`src/rtl/lant_pkg.sv`:
```
package lant_pkg;

  // Grid and color limits
  localparam int MAX_SIDE   = 1024;
  localparam int MAX_COLORS = 30;
  localparam int SIDE_W     = $clog2(MAX_SIDE);
  localparam int ADDR_W     = 2 * SIDE_W;
  localparam int MEM_DEPTH  = MAX_SIDE * MAX_SIDE;

  // Field widths
  localparam int CMD_W      = 2;
  localparam int READ_W     = 10;
  localparam int COORD_W    = 11;
  localparam int HEAD_W     = 2;
  localparam int COLOR_W    = 5;
  localparam int COUNT_W    = 48;
  localparam int CCOUNT_W   = 5;
  localparam int RULE_W     = 30;
  localparam int SIDE_CFG_W = 11;

  // Command codes
  localparam logic [CMD_W-1:0] CMD_STEP    = 2'd0;
  localparam logic [CMD_W-1:0] CMD_READ    = 2'd1;
  localparam logic [CMD_W-1:0] CMD_RESTART = 2'd2;

  // Heading codes
  localparam logic [HEAD_W-1:0] HEAD_NORTH = 2'd0;
  localparam logic [HEAD_W-1:0] HEAD_EAST  = 2'd1;
  localparam logic [HEAD_W-1:0] HEAD_SOUTH = 2'd2;
  localparam logic [HEAD_W-1:0] HEAD_WEST  = 2'd3;

  // Register indexes
  localparam logic [1:0] REG_COLOR_COUNT = 2'd0;
  localparam logic [1:0] REG_TURN_RULES  = 2'd1;
  localparam logic [1:0] REG_GRID_SIDE   = 2'd2;

  // Register reset values
  localparam logic [CCOUNT_W-1:0]   RESET_COLOR_COUNT = 5'd2;
  localparam logic [RULE_W-1:0]     RESET_TURN_RULES  = 30'd1;
  localparam logic [SIDE_CFG_W-1:0] RESET_GRID_SIDE   = 11'd700;

  // Grid memory request from the control side
  typedef struct packed {
    logic              rd_en;
    logic [ADDR_W-1:0] rd_addr;
    logic              wr_en;
    logic [ADDR_W-1:0] wr_addr;
    logic [COLOR_W-1:0] wr_data;
    logic              clear_start;
  } grid_req_t;

  // Outcome of one request
  typedef struct packed {
    logic [COORD_W-1:0] ant_x;
    logic [COORD_W-1:0] ant_y;
    logic [HEAD_W-1:0]  heading;
    logic [COLOR_W-1:0] cell_color;
    logic               halted;
    logic [COUNT_W-1:0] move_count;
    logic               wr_en;
    logic [COLOR_W-1:0] wr_data;
    logic               restart;
  } step_res_t;

endpackage

```
`src/rtl/lant_step.sv`:
```
module lant_step import lant_pkg::*; (
  input  logic [CMD_W-1:0]      cmd,
  input  logic [READ_W-1:0]     read_x,
  input  logic [READ_W-1:0]     read_y,
  input  logic [COORD_W-1:0]    pos_x,
  input  logic [COORD_W-1:0]    pos_y,
  input  logic [HEAD_W-1:0]     facing,
  input  logic [COUNT_W-1:0]    total,
  input  logic [CCOUNT_W-1:0]   color_count,
  input  logic [RULE_W-1:0]     turn_rules,
  input  logic [SIDE_CFG_W-1:0] grid_side,
  input  logic [COLOR_W-1:0]    cell_in,
  output step_res_t             res
);

  logic [COORD_W-1:0]  side;
  logic [CCOUNT_W-1:0] cnt;
  logic                cur_halt;
  logic [COLOR_W:0]    c_inc;
  logic [COLOR_W-1:0]  c_next;
  logic [31:0]         rules_ext;
  logic                right;
  logic [HEAD_W-1:0]   turned;
  logic [COORD_W-1:0]  nx;
  logic [COORD_W-1:0]  ny;
  logic                far_new;

  // Clamp the registers
  always_comb begin
    side = (grid_side > COORD_W'(MAX_SIDE)) ? COORD_W'(MAX_SIDE) : grid_side;
    if (color_count > CCOUNT_W'(MAX_COLORS)) begin
      cnt = CCOUNT_W'(MAX_COLORS);
    end else if (color_count == '0) begin
      cnt = CCOUNT_W'(1);
    end else begin
      cnt = color_count;
    end
  end

  // Cell color advance and turn direction
  always_comb begin
    cur_halt  = (pos_x == '0) || (pos_y == '0) || (pos_x >= side) || (pos_y >= side);
    c_inc     = {1'b0, cell_in} + 1'b1;
    c_next    = (c_inc < {1'b0, cnt}) ? c_inc[COLOR_W-1:0] : '0;
    rules_ext = {{(32 - RULE_W){1'b0}}, turn_rules};
    right     = rules_ext[cell_in];
    turned    = right ? facing + 1'b1 : facing - 1'b1;
  end

  // Next ant state and result fields
  always_comb begin
    res            = '0;
    res.ant_x      = pos_x;
    res.ant_y      = pos_y;
    res.heading    = facing;
    res.move_count = total;
    case (cmd)
      CMD_STEP: begin
        if (!cur_halt) begin
          res.heading    = turned;
          res.cell_color = c_next;
          res.wr_en      = 1'b1;
          res.wr_data    = c_next;
          case (turned)
            HEAD_NORTH: res.ant_y = pos_y - 1'b1;
            HEAD_EAST:  res.ant_x = pos_x + 1'b1;
            HEAD_SOUTH: res.ant_y = pos_y + 1'b1;
            HEAD_WEST:  res.ant_x = pos_x - 1'b1;
            default:    res.ant_x = pos_x;
          endcase
        end
      end
      CMD_READ: begin
        if ((COORD_W'(read_x) < side) && (COORD_W'(read_y) < side)) begin
          res.cell_color = cell_in;
        end
      end
      CMD_RESTART: begin
        res.ant_x      = side >> 1;
        res.ant_y      = side >> 1;
        res.heading    = HEAD_NORTH;
        res.move_count = '0;
        res.restart    = 1'b1;
      end
      default: begin
        res.cell_color = '0;
      end
    endcase
    nx      = res.ant_x;
    ny      = res.ant_y;
    far_new = (nx >= side) || (ny >= side);
    res.halted = (nx == '0) || (ny == '0) || far_new;
    // Count the step unless it ends on the far edge
    if ((cmd == CMD_STEP) && !far_new) begin
      res.move_count = total + 1'b1;
    end
  end

endmodule

```
`config.mk`:
```
export PLATFORM = sky130hd
export DESIGN_NAME = lant_step
export DESIGN_NICKNAME = d
export VERILOG_FILES = /design/src/rtl/lant_pkg.sv /design/src/rtl/lant_step.sv
export SDC_FILE = /design/constraint.sdc
export NUM_CORES = 1
export LEC_CHECK = 0
export ABC_CLOCK_PERIOD_IN_PS = 30000
export BUFFER_PORTS_ARGS = -buffer_cell sky130_fd_sc_hd__buf_2
export CAP_MARGIN = 0
export CELL_PAD_IN_SITES_DETAIL_PLACEMENT = 0
export CELL_PAD_IN_SITES_GLOBAL_PLACEMENT = 2
export CORE_MARGIN = 10
export CORE_UTILIZATION = 27
export DETAILED_ROUTE_END_ITERATION = 6
export PLACE_DENSITY_LB_ADDON = 0.1
export REMOVE_ABC_BUFFERS = 1
export SYNTH_ARGS = -nofsm -noshare
export SYNTH_HDL_FRONTEND = slang
export SYNTH_SLANG_ARGS = --single-unit
```
`constraint.sdc`:
```
create_clock -name vclk -period 30
set_input_delay 9 -clock vclk [all_inputs]
set_output_delay 9 -clock vclk [all_outputs]
set_load 0.05 [all_outputs]
```
==> impl_metrics.csv, run 1 <==
group,metric,value,unit
detailed_routing,ant_nets,0,
floorplan,fp.dieW,154.2,microns
worst_setup_path,crit_slowest_cell,"or4_1",
pwr,p_clk_frac,0,
worst_setup_path,critPathArrivalTime,16.31,ns
pwr,p_per_area,24.32,nW/um^2
pwr,p_int,0.05064,mW
hold_path,min_from,"total[47]",
cells_and_area,nFlopsAndLatches,0,
cells_and_area,diodes,0,
pwr,combPwrFrac,1.000,
timing,post-route-min-period,25.31,ns
worst_setup_path,cpMostUsedCell,"ha_1",
timing,fin_crit_sh,0.8438,
timing,relSlewSlack,0.2122,
synth,syn_inst,701,
synth,syn-mean-instance-area,6.940,sq um
pwr,p_seq_frac,0,
synth,synth_cell_types,63,
floorplan,start_util,0.2727,
placed_design,dp_slack,4.671,ns
pwr,p_leak,3.018,nW
synth,synth_warnings,0,
detailed_routing,viasPerCell,5.364,
worst_setup_path,cp_cell_sequence,"buf_2, mux4_2, mux4_2, mux2i_1, xnor2_1, ha_1, ha_1, a21oi_1, o211ai_1, o41ai_1, o21bai_1, a21oi_1, xor2_1, and3_1, a211oi_1, ha_1, nor2b_1, o21ai_0, nand2_1, or4_1, nor4_1, mux2i_1, buf_2",
cells_and_area,layout.nets,1146,
floorplan,rows,49,
placed_design,gp_congestion,0.9182,
clock_tree,postCtsHoldBufs,0,
timing,timing.final.ws_setup,4.685,ns
synth,ys_seq_area_frac,0,
detailed_routing,wl_per_cell,20.00,microns
synth,syn_area,4865,sq um
pwr,switchingPower,0.1004,mW
timing,hold_violations,0,
hold_path,min_path_type,"in -> out",
pwr,switching_share,0.6647,
detailed_routing,drc,0,
timing,finalSetupViolCount,0,
worst_setup_path,worstPathMaxFanout,22,
cells_and_area,ff_latch_area,0,sq um
timing,rsz0062_at_grt,"false",
hold_path,hold_path_end,"res[54]",
floorplan,core_area,17840,sq um
placed_design,io_buffers,230,
worst_setup_path,crit_type,"in -> out",
floorplan,dieArea,23790,sq um
timing,max_freq,0.03950,GHz
grt,grt_max_degree,55,
hold_path,hold_depth,3,
timing,report.final.slew_viol_count,0,
grt,grt_pass1_wl,35780,microns
grt,grt_pass1_vias,6355,
detailed_routing,first_pass_iters,4,
cells_and_area,synthToLayoutAreaGrowth,27.67,%
worst_setup_path,cp-start-kind,"primary input",
placed_design,post-dp-hpwl,19170,microns
timing,finalSetupTns,0,ns
job,drv_cap,0,
grt,grt_usage,0.1794,
worst_setup_path,critPathMaxStageDelay,0.88,ns
worst_setup_path,critPathTopFamily,"compound AO/OA/AOI/OAI gates",
cells_and_area,clkbuf_count,0,
grt,grt_overflow,0,
timing,tightest_slew,1.182,ns
grt,antenna_found_initial,0,
detailed_routing,wirelength,22720,microns
worst_setup_path,worstPathRequired,21.00,ns
detailed_routing,vias,6094,
floorplan,chipHeight,154.2,microns
pwr,vdd_ir_drop_max,10.86,uV
clock_tree,cts_resized,0,
detailed_routing,first_iter_violations,346,
status,outcome,"complete, no violations",
floorplan,ios,230,
clock_tree,postCtsSetupBuffers,0,
worst_setup_path,path_buf_inv,2,
cells_and_area,fin_util,0.3481,
cells_and_area,final_layout_size_suffix_gt1_frac,0.2822,
worst_setup_path,crit_path_end_kind,"output port",
## power groups by stage
stage,Clock [mW],Combinational (mW),Sequential [mW]
after global routing,0,0.167,0
after floorplan,0,0.102,0
after CTS,0,0.151,0
after global placement,0,0.150,0
final,0,0.151,0
after detailed placement,0,0.151,0
## cells by family after synthesis
logic type                 share of synthesized area
AOI/OAI and AO/OA                             0.2122
xor gates and xnor gates                     0.03241
adders and majority gates                     0.2397
and+or+nand+nor                               0.3151
muxes                                         0.1466
buffers and inverters                        0.05401
## cell type report
class	count	area, sq um
fillers	1939	11630
multi-input cells	634	4604
repair buffers	232	1166
inverters	41	153.9
well taps	229	286.5
## routing by layer
metal	global-route usage	share of wire	wire length, microns	vias up
met4	0.01260	0.0070	158	0
met1	0.2369	0.45	10320	2797
li1	-	-	-	3071
met2	0.3068	0.47	10670	216
met3	0.03411	0.069	1577	10
met5	0	0	0	-
## worst max path at each step
stage | startpoint | endpoint | depth (start not counted) | slack (ns)
3_5_place_dp | cell_in[0] | res[31] | 23 | 4.67
3_3_place_gp | cell_in[0] | res[31] | 23 | 4.71
4_1_cts | cell_in[0] | res[31] | 23 | 4.63
5_1_grt | cell_in[0] | res[31] | 23 | 4.00
6_report | cell_in[0] | res[31] | 23 | 4.69
2_1_floorplan | cell_in[0] | res[31] | 21 | 4.63
## layout by cell type (no fill, tap or decap), drive strengths merged, types with 5 or more instances in the layout
| cell | n |
|---|---|
| o211ai | 13 |
| o21a | 5 |
| nor3 | 40 |
| nand3 | 26 |
| a22o | 5 |
| a31oi | 7 |
| mux4 | 9 |
| a21oi | 33 |
| nor2b | 10 |
| o22ai | 6 |
| xnor2 | 12 |
| a21o | 20 |
| buf | 232 |
| a211oi | 6 |
| xor2 | 6 |
| mux2i | 51 |
| or2 | 6 |
| and3 | 15 |
| nand2b | 6 |
| o21ai | 22 |
| nor2 | 46 |
| nand4 | 20 |
| o31ai | 6 |
| ha | 90 |
| nand2 | 106 |
| nor4 | 19 |
| inv | 41 |
| or4 | 8 |
## cell usage after synthesis, drive strengths merged, types with 2 or more instances
master / number / area, sq um
o22ai: 6 / 37.54
nor4: 19 / 125.1
nor2b: 10 / 62.56
a22o: 5 / 43.79
clkbuf: 21 / 78.83
a221o: 2 / 20.02
or2: 6 / 37.54
o311ai: 2 / 17.52
fa: 2 / 40.04
nand3: 26 / 130.1
o21bai: 4 / 30.03
a211o: 2 / 17.52
mux4: 9 / 202.7
ha: 90 / 1126
o21a: 5 / 37.54
nand2b: 6 / 37.54
o41ai: 2 / 17.52
nor2: 46 / 177.7
nand2: 106 / 397.9
o2111ai: 3 / 26.28
o211ai: 13 / 102.6
nand4: 20 / 125.1
inv: 41 / 153.9
a22oi: 3 / 22.52
and3: 15 / 93.84
xor2: 6 / 52.55
o221ai: 2 / 17.52
mux2i: 51 / 510.5
o31ai: 6 / 45.04
nor3: 40 / 205.2
a21o: 20 / 150.1
a31oi: 7 / 43.79
or4: 8 / 60.06
a21oi: 33 / 165.2
o21ai: 22 / 110.1
xnor2: 12 / 105.1
a221oi: 2 / 17.52
or3b: 3 / 26.28
a211oi: 6 / 45.04
buf: 5 / 30.03
## metrics by stage
step	area, sq um	power [mW]	hold WS [ns]	cells
final	6211	0.1510	18.34	1136
after floorplan	4756	0.1022	18.18	675
after detailed placement	6211	0.1508	18.34	1136
after global routing	6211	0.1667	18.37	1136
after global placement	6211	0.1497	18.34	1136
after CTS	6211	0.1515	18.34	1136
Note: power is estimated with default switching activity, not from simulation.
==> inputs of run 2 (changes only) <==
- ABC_CLOCK_PERIOD_IN_PS: 30000 -> 25900
- CORE_UTILIZATION: 27 -> 25
- clock period: 30 -> 25.9 ns (I/O delays scaled with it)
==> run 2 against run 1 <==
Against the previous run:
- first-iteration DRC count is 34% lower
- total power rose by 16%
- sequential share of layout area is the same
- critical path depth unchanged
- final cell count is 2.8% higher
- non-clock buffer count is the same
- utilization down 1.7 points
- worst setup slack got worse by 1.6 ns
- critical path type unchanged
- critical endpoint unchanged
- highest routed layer unchanged
==> impl_metrics.csv, run 2 (same netlist as run 1, synthesis figures left out) <==
group,metric,value,unit
clock_tree,cts_resized,0,
status,outcome,"complete, no violations",
timing,fin_crit_sh,0.8825,
floorplan,start_util,0.2575,
pwr,combPwrFrac,1.000,
timing,relSlewSlack,0.2443,
pwr,p_per_area,28.07,nW/um^2
cells_and_area,layout_commonest_cell,"buf_2",
detailed_routing,ant_nets,0,
grt,grt_overflow,0,
grt,grt_pass1_vias,6398,
placed_design,io_buffers,230,
cells_and_area,fill_cells,2188,
detailed_routing,wl_per_cell,19.84,microns
detailed_routing,viasPerCell,5.301,
clock_tree,postCtsSetupBuffers,0,
worst_setup_path,critPathMaxStageDelay,0.88,ns
cells_and_area,layout.nets,1146,
detailed_routing,first_iter_violations,227,
placed_design,gp_congestion,0.8120,
hold_path,min_path_type,"in -> out",
pwr,vdd_ir_drop_max,12.43,uV
timing,finalSetupTns,0,ns
pwr,p_leak,3.018,nW
worst_setup_path,worstPathRequired,18.13,ns
grt,grt_pass1_wl,36120,microns
cells_and_area,final_cell_mix,"buf_2 (230), nand2_1 (106), ha_1 (90)",
floorplan,ios,230,
timing,max_freq,0.04375,GHz
worst_setup_path,cp_cell_sequence,"buf_2, mux4_2, mux4_2, mux2i_1, xnor2_1, ha_1, ha_1, a21oi_1, o211ai_1, o41ai_1, o21bai_1, a21oi_1, xor2_1, and3_1, a211oi_1, ha_1, nor2b_1, o21ai_0, nand2_1, or4_1, nor4_1, mux2i_1, buf_2",
placed_design,post-dp-hpwl,19690,microns
job,drv_cap,0,
detailed_routing,vias,6192,
floorplan,rows,50,
cells_and_area,ff_latch_area,0,sq um
detailed_routing,first_pass_iters,4,
pwr,p_clk_frac,0,
timing,hold_violations,0,
detailed_routing,wirelength,23170,microns
cells_and_area,clkbuf_count,0,
clock_tree,postCtsHoldBufs,0,
floorplan,fp.dieW,159.5,microns
worst_setup_path,cpMostUsedCell,"ha_1",
worst_setup_path,crit_path_end_kind,"output port",
placed_design,dp_slack,2.993,ns
pwr,switchingPower,0.1169,mW
floorplan,core_area,18890,sq um
pwr,switching_share,0.6659,
worst_setup_path,critPathArrivalTime,15.09,ns
grt,antenna_found_initial,1,
detailed_routing,drc,0,
grt,grt_max_degree,55,
floorplan,chipHeight,159.5,microns
worst_setup_path,crit_type,"in -> out",
worst_setup_path,worstPathMaxFanout,22,
timing,rsz0062_at_grt,"false",
cells_and_area,final_layout_size_suffix_gt1_frac,0.2822,
cells_and_area,nFlopsAndLatches,0,
hold_path,hold_depth,3,
timing,finalSetupViolCount,0,
timing,timing.final.ws_setup,3.044,ns
floorplan,dieArea,25440,sq um
timing,report.final.slew_viol_count,0,
worst_setup_path,crit_slowest_cell,"or4_1",
timing,tightest_slew,1.134,ns
worst_setup_path,cp-start-kind,"primary input",
pwr,p_int,0.05864,mW
pwr,p_seq_frac,0,
cells_and_area,synthToLayoutAreaGrowth,28.52,%
timing,post-route-min-period,22.86,ns
grt,grt_usage,0.1701,
[run 2: cell types whose count changed in the layout (fill, tap and decap cells not counted)]
cell,delta
diode_2,+1
[run 2: layer usage]
metal,up-vias,track usage,share of wire
met5,-,0,0
met2,195,0.2905,0.47
met4,0,0.01516,0.0063
met3,8,0.02427,0.048
met1,2918,0.2281,0.48
li1,3071,-,-
[run 2: power by group through the flow]
| stage | registers (mW) | logic, mW | clock network, mW |
|---|---|---|---|
| floorplan | 0 | 0.118 | 0 |
| global placement | 0 | 0.174 | 0 |
| finish | 0 | 0.176 | 0.00000000517 |
| detailed placement | 0 | 0.175 | 0 |
| global route | 0 | 0.193 | 0.00000000517 |
| CTS | 0 | 0.176 | 0 |
[run 2: final timing paths]
kind	startpoint	end	slack (ns)
max	cell_in[0]	res[31]	3.04
min	total[47]	res[54]	15.88
[run 2: final cells by class]
class,instances,area [sq um],area share
multi-input cells,634,4604,0.7364
repair buffers,232,1166,0.1865
well taps,260,325.3,0.05203
diodes,1,2.502,0.0004002
inverters,41,153.9,0.02461
[run 2: through the flow]
stage | hold slack (ns) | util | cell area [sq um] | cells | power [mW]
4_1_cts | 15.89 | 0.3308 | 6250 | 1167 | 0.1762
6_report | 15.88 | 0.3309 | 6252 | 1168 | 0.1755
3_5_place_dp | 15.89 | 0.3308 | 6250 | 1167 | 0.1754
5_1_grt | 15.90 | 0.3309 | 6252 | 1168 | 0.1933
2_1_floorplan | 15.72 | - | 4756 | 675 | 0.1184
3_3_place_gp | 15.88 | 0.3308 | 6250 | 1167 | 0.1741
[run 2: critical path: cells and delay by family]
kind,cells,cell delay [ns]
AND/OR/NAND/NOR,5,1.81
adder cells (fa/ha/maj),3,1.30
buffers and inverters,2,0.60
XOR/XNOR,2,0.29
multiplexers,4,1.44
AO/OA/AOI/OAI,7,1.86
==> inputs of run 3 (changes only) <==
- ABC_AREA: not set -> 1
==> run 3 against run 2 <==
Against the previous run:
- global-route usage is 1.5 points higher
- via count increased by 40%
- combinational power is 30% higher
- synthesized cell count increased by 83%
- hold slack improved by 0.079 ns
- non-clock buffer count increased by 1
- design area rose by 29%
- worst setup slack better by 0.29 ns
- wire length is 40% higher
- maximum frequency rose by 1.3%
- final cell count grew 56%
- first-iteration DRC count up 95%
- critical path type unchanged
- largest cell class unchanged
- largest power group unchanged
==> impl_metrics.csv, run 3 <==
group,metric,value,unit
pwr,p_per_area,28.55,nW/um^2
timing,finalSetupTns,0,ns
cells_and_area,final_cell_mix,"nand2_1 (412), buf_2 (230), nand3_1 (192)",
grt,grt_overflow,0,
grt,grt_pass1_vias,8764,
placed_design,gp_congestion,0.8672,
cells_and_area,nFlopsAndLatches,0,
cells_and_area,ff_latch_area,0,sq um
status,outcome,"complete, no violations",
hold_path,min_path_type,"in -> out",
timing,hold_violations,0,
clock_tree,postCtsSetupBuffers,0,
placed_design,io_buffers,230,
detailed_routing,first_pass_iters,5,
synth,synth_common_cells,"nand2_1 (412), nand3_1 (192), inv_1 (178), nor2_1 (133), ha_1 (90)",
cells_and_area,fin_util,0.3092,
synth,synth_top_area_cell,"nand2_1",
cells_and_area,synthToLayoutAreaGrowth,22.11,%
worst_setup_path,critPathArrivalTime,14.79,ns
detailed_routing,wirelength,32340,microns
timing,relSlewSlack,0.2186,
worst_setup_path,cpMostUsedCell,"nand2_1",
synth,syn_inst,1285,
placed_design,post-dp-hpwl,27560,microns
worst_setup_path,crit_path_end_kind,"output port",
grt,antenna_found_initial,9,
timing,max_freq,0.04432,GHz
cells_and_area,layout.nets,1722,
synth,synth_area_leaders,"nand2_1 (24%), ha_1 (17%), nand3_1 (15%)",
worst_setup_path,worstPathRequired,18.13,ns
cells_and_area,clkbuf_count,0,
detailed_routing,first_iter_violations,442,
floorplan,fp.dieW,182.2,microns
grt,grt_usage,0.1848,
pwr,vdd_ir_drop_max,11.36,uV
timing,post-route-min-period,22.56,ns
floorplan,chipHeight,182.2,microns
worst_setup_path,crit_type,"in -> out",
detailed_routing,wl_per_cell,17.75,microns
synth,synth_cell_types,43,
floorplan,core_area,25980,sq um
grt,grt_max_degree,67,
worst_setup_path,worstPathMaxFanout,54,
grt,grt_pass1_wl,49950,microns
timing,fin_crit_sh,0.8712,
worst_setup_path,critPathMaxStageDelay,0.73,ns
cells_and_area,final_layout_size_suffix_gt1_frac,0.1686,
synth,ys_seq_area_frac,0,
timing,tightest_slew,1.160,ns
detailed_routing,ant_nets,0,
timing,report.final.slew_viol_count,0,
floorplan,rows,59,
worst_setup_path,cp-start-kind,"primary input",
synth,yosys.cell_count.top_type,"nand2_1",
detailed_routing,viasPerCell,4.751,
synth,syn_area,6580,sq um
detailed_routing,drc,0,
floorplan,start_util,0.2532,
detailed_routing,vias,8657,
synth,synth_warnings,0,
timing,rsz0062_at_grt,"false",
floorplan,dieArea,33210,sq um
worst_setup_path,crit_slowest_cell,"nand2_2",
synth,syn-mean-instance-area,5.121,sq um
timing,finalSetupViolCount,0,
clock_tree,cts_resized,0,
synth,synth_top_area_share,0.2350,
cells_and_area,layout_commonest_cell,"nand2_1",
floorplan,ios,230,
clock_tree,postCtsHoldBufs,0,
pwr,p_leak,4.568,nW
job,drv_cap,0,
## run 3: through the flow
step / hold WS (ns) / instances / area [sq um] / worst slack, ns / power (mW)
2_1_floorplan: 15.74 / 1250 / 6425 / 3.346 / 0.1587
5_1_grt: 15.99 / 1820 / 8030 / 2.506 / 0.2561
6_report: 15.96 / 1822 / 8035 / 3.336 / 0.2294
3_5_place_dp: 15.96 / 1818 / 8025 / 3.225 / 0.2306
4_1_cts: 15.97 / 1818 / 8025 / 3.201 / 0.2315
3_3_place_gp: 15.96 / 1818 / 8025 / 3.113 / 0.2320
## run 3: area by class of cell
class	count	area [sq um]
inverters	182	683.2
diodes	4	10.01
repair buffers	233	1174
fillers	3131	17950
well taps	335	419.2
multi-input cells	1068	5749
## run 3: routing by layer
metal  share of wire  up-vias  GRT usage
met3           0.046       22    0.02671
li1                -     4581          -
met2            0.48      187     0.3261
met4           0.011       10    0.01757
met1            0.46     3857     0.2392
met5          0.0019        -          0
## run 3: where the power goes
group          switching, mW  leakage, nW  internal, mW
registers                  0            0             0
clock network              0    0.0000254  0.0000000207
logic                  0.164         4.57        0.0654
total                  0.164         4.57        0.0654
## run 3: path summary, 6_finish.rpt
| path | slack [ns] | from | cells past startpoint | endpoint |
|---|---|---|---|---|
| min | 15.96 | total[30] | 4 | res[37] |
| max | 3.34 | cell_in[0] | 32 | res[7] |
## run 3: cell families (layout without fill, tap and decap cells)
family	after synthesis	count (layout)	share of synthesized area
xor+xnor	58	58	0.07720
simple gates	805	805	0.5229
other cells	0	4	0
fa+ha+maj	92	92	0.1772
compound gates	113	113	0.09527
buf+inv	217	415	0.1274
## run 3: critical path: cells and delay by family
family          cells  cell delay (ns)
buf+inv             5             1.60
xor+xnor            1             0.16
simple gates       13             1.54
fa+ha+maj           3             1.38
compound gates     10             2.30
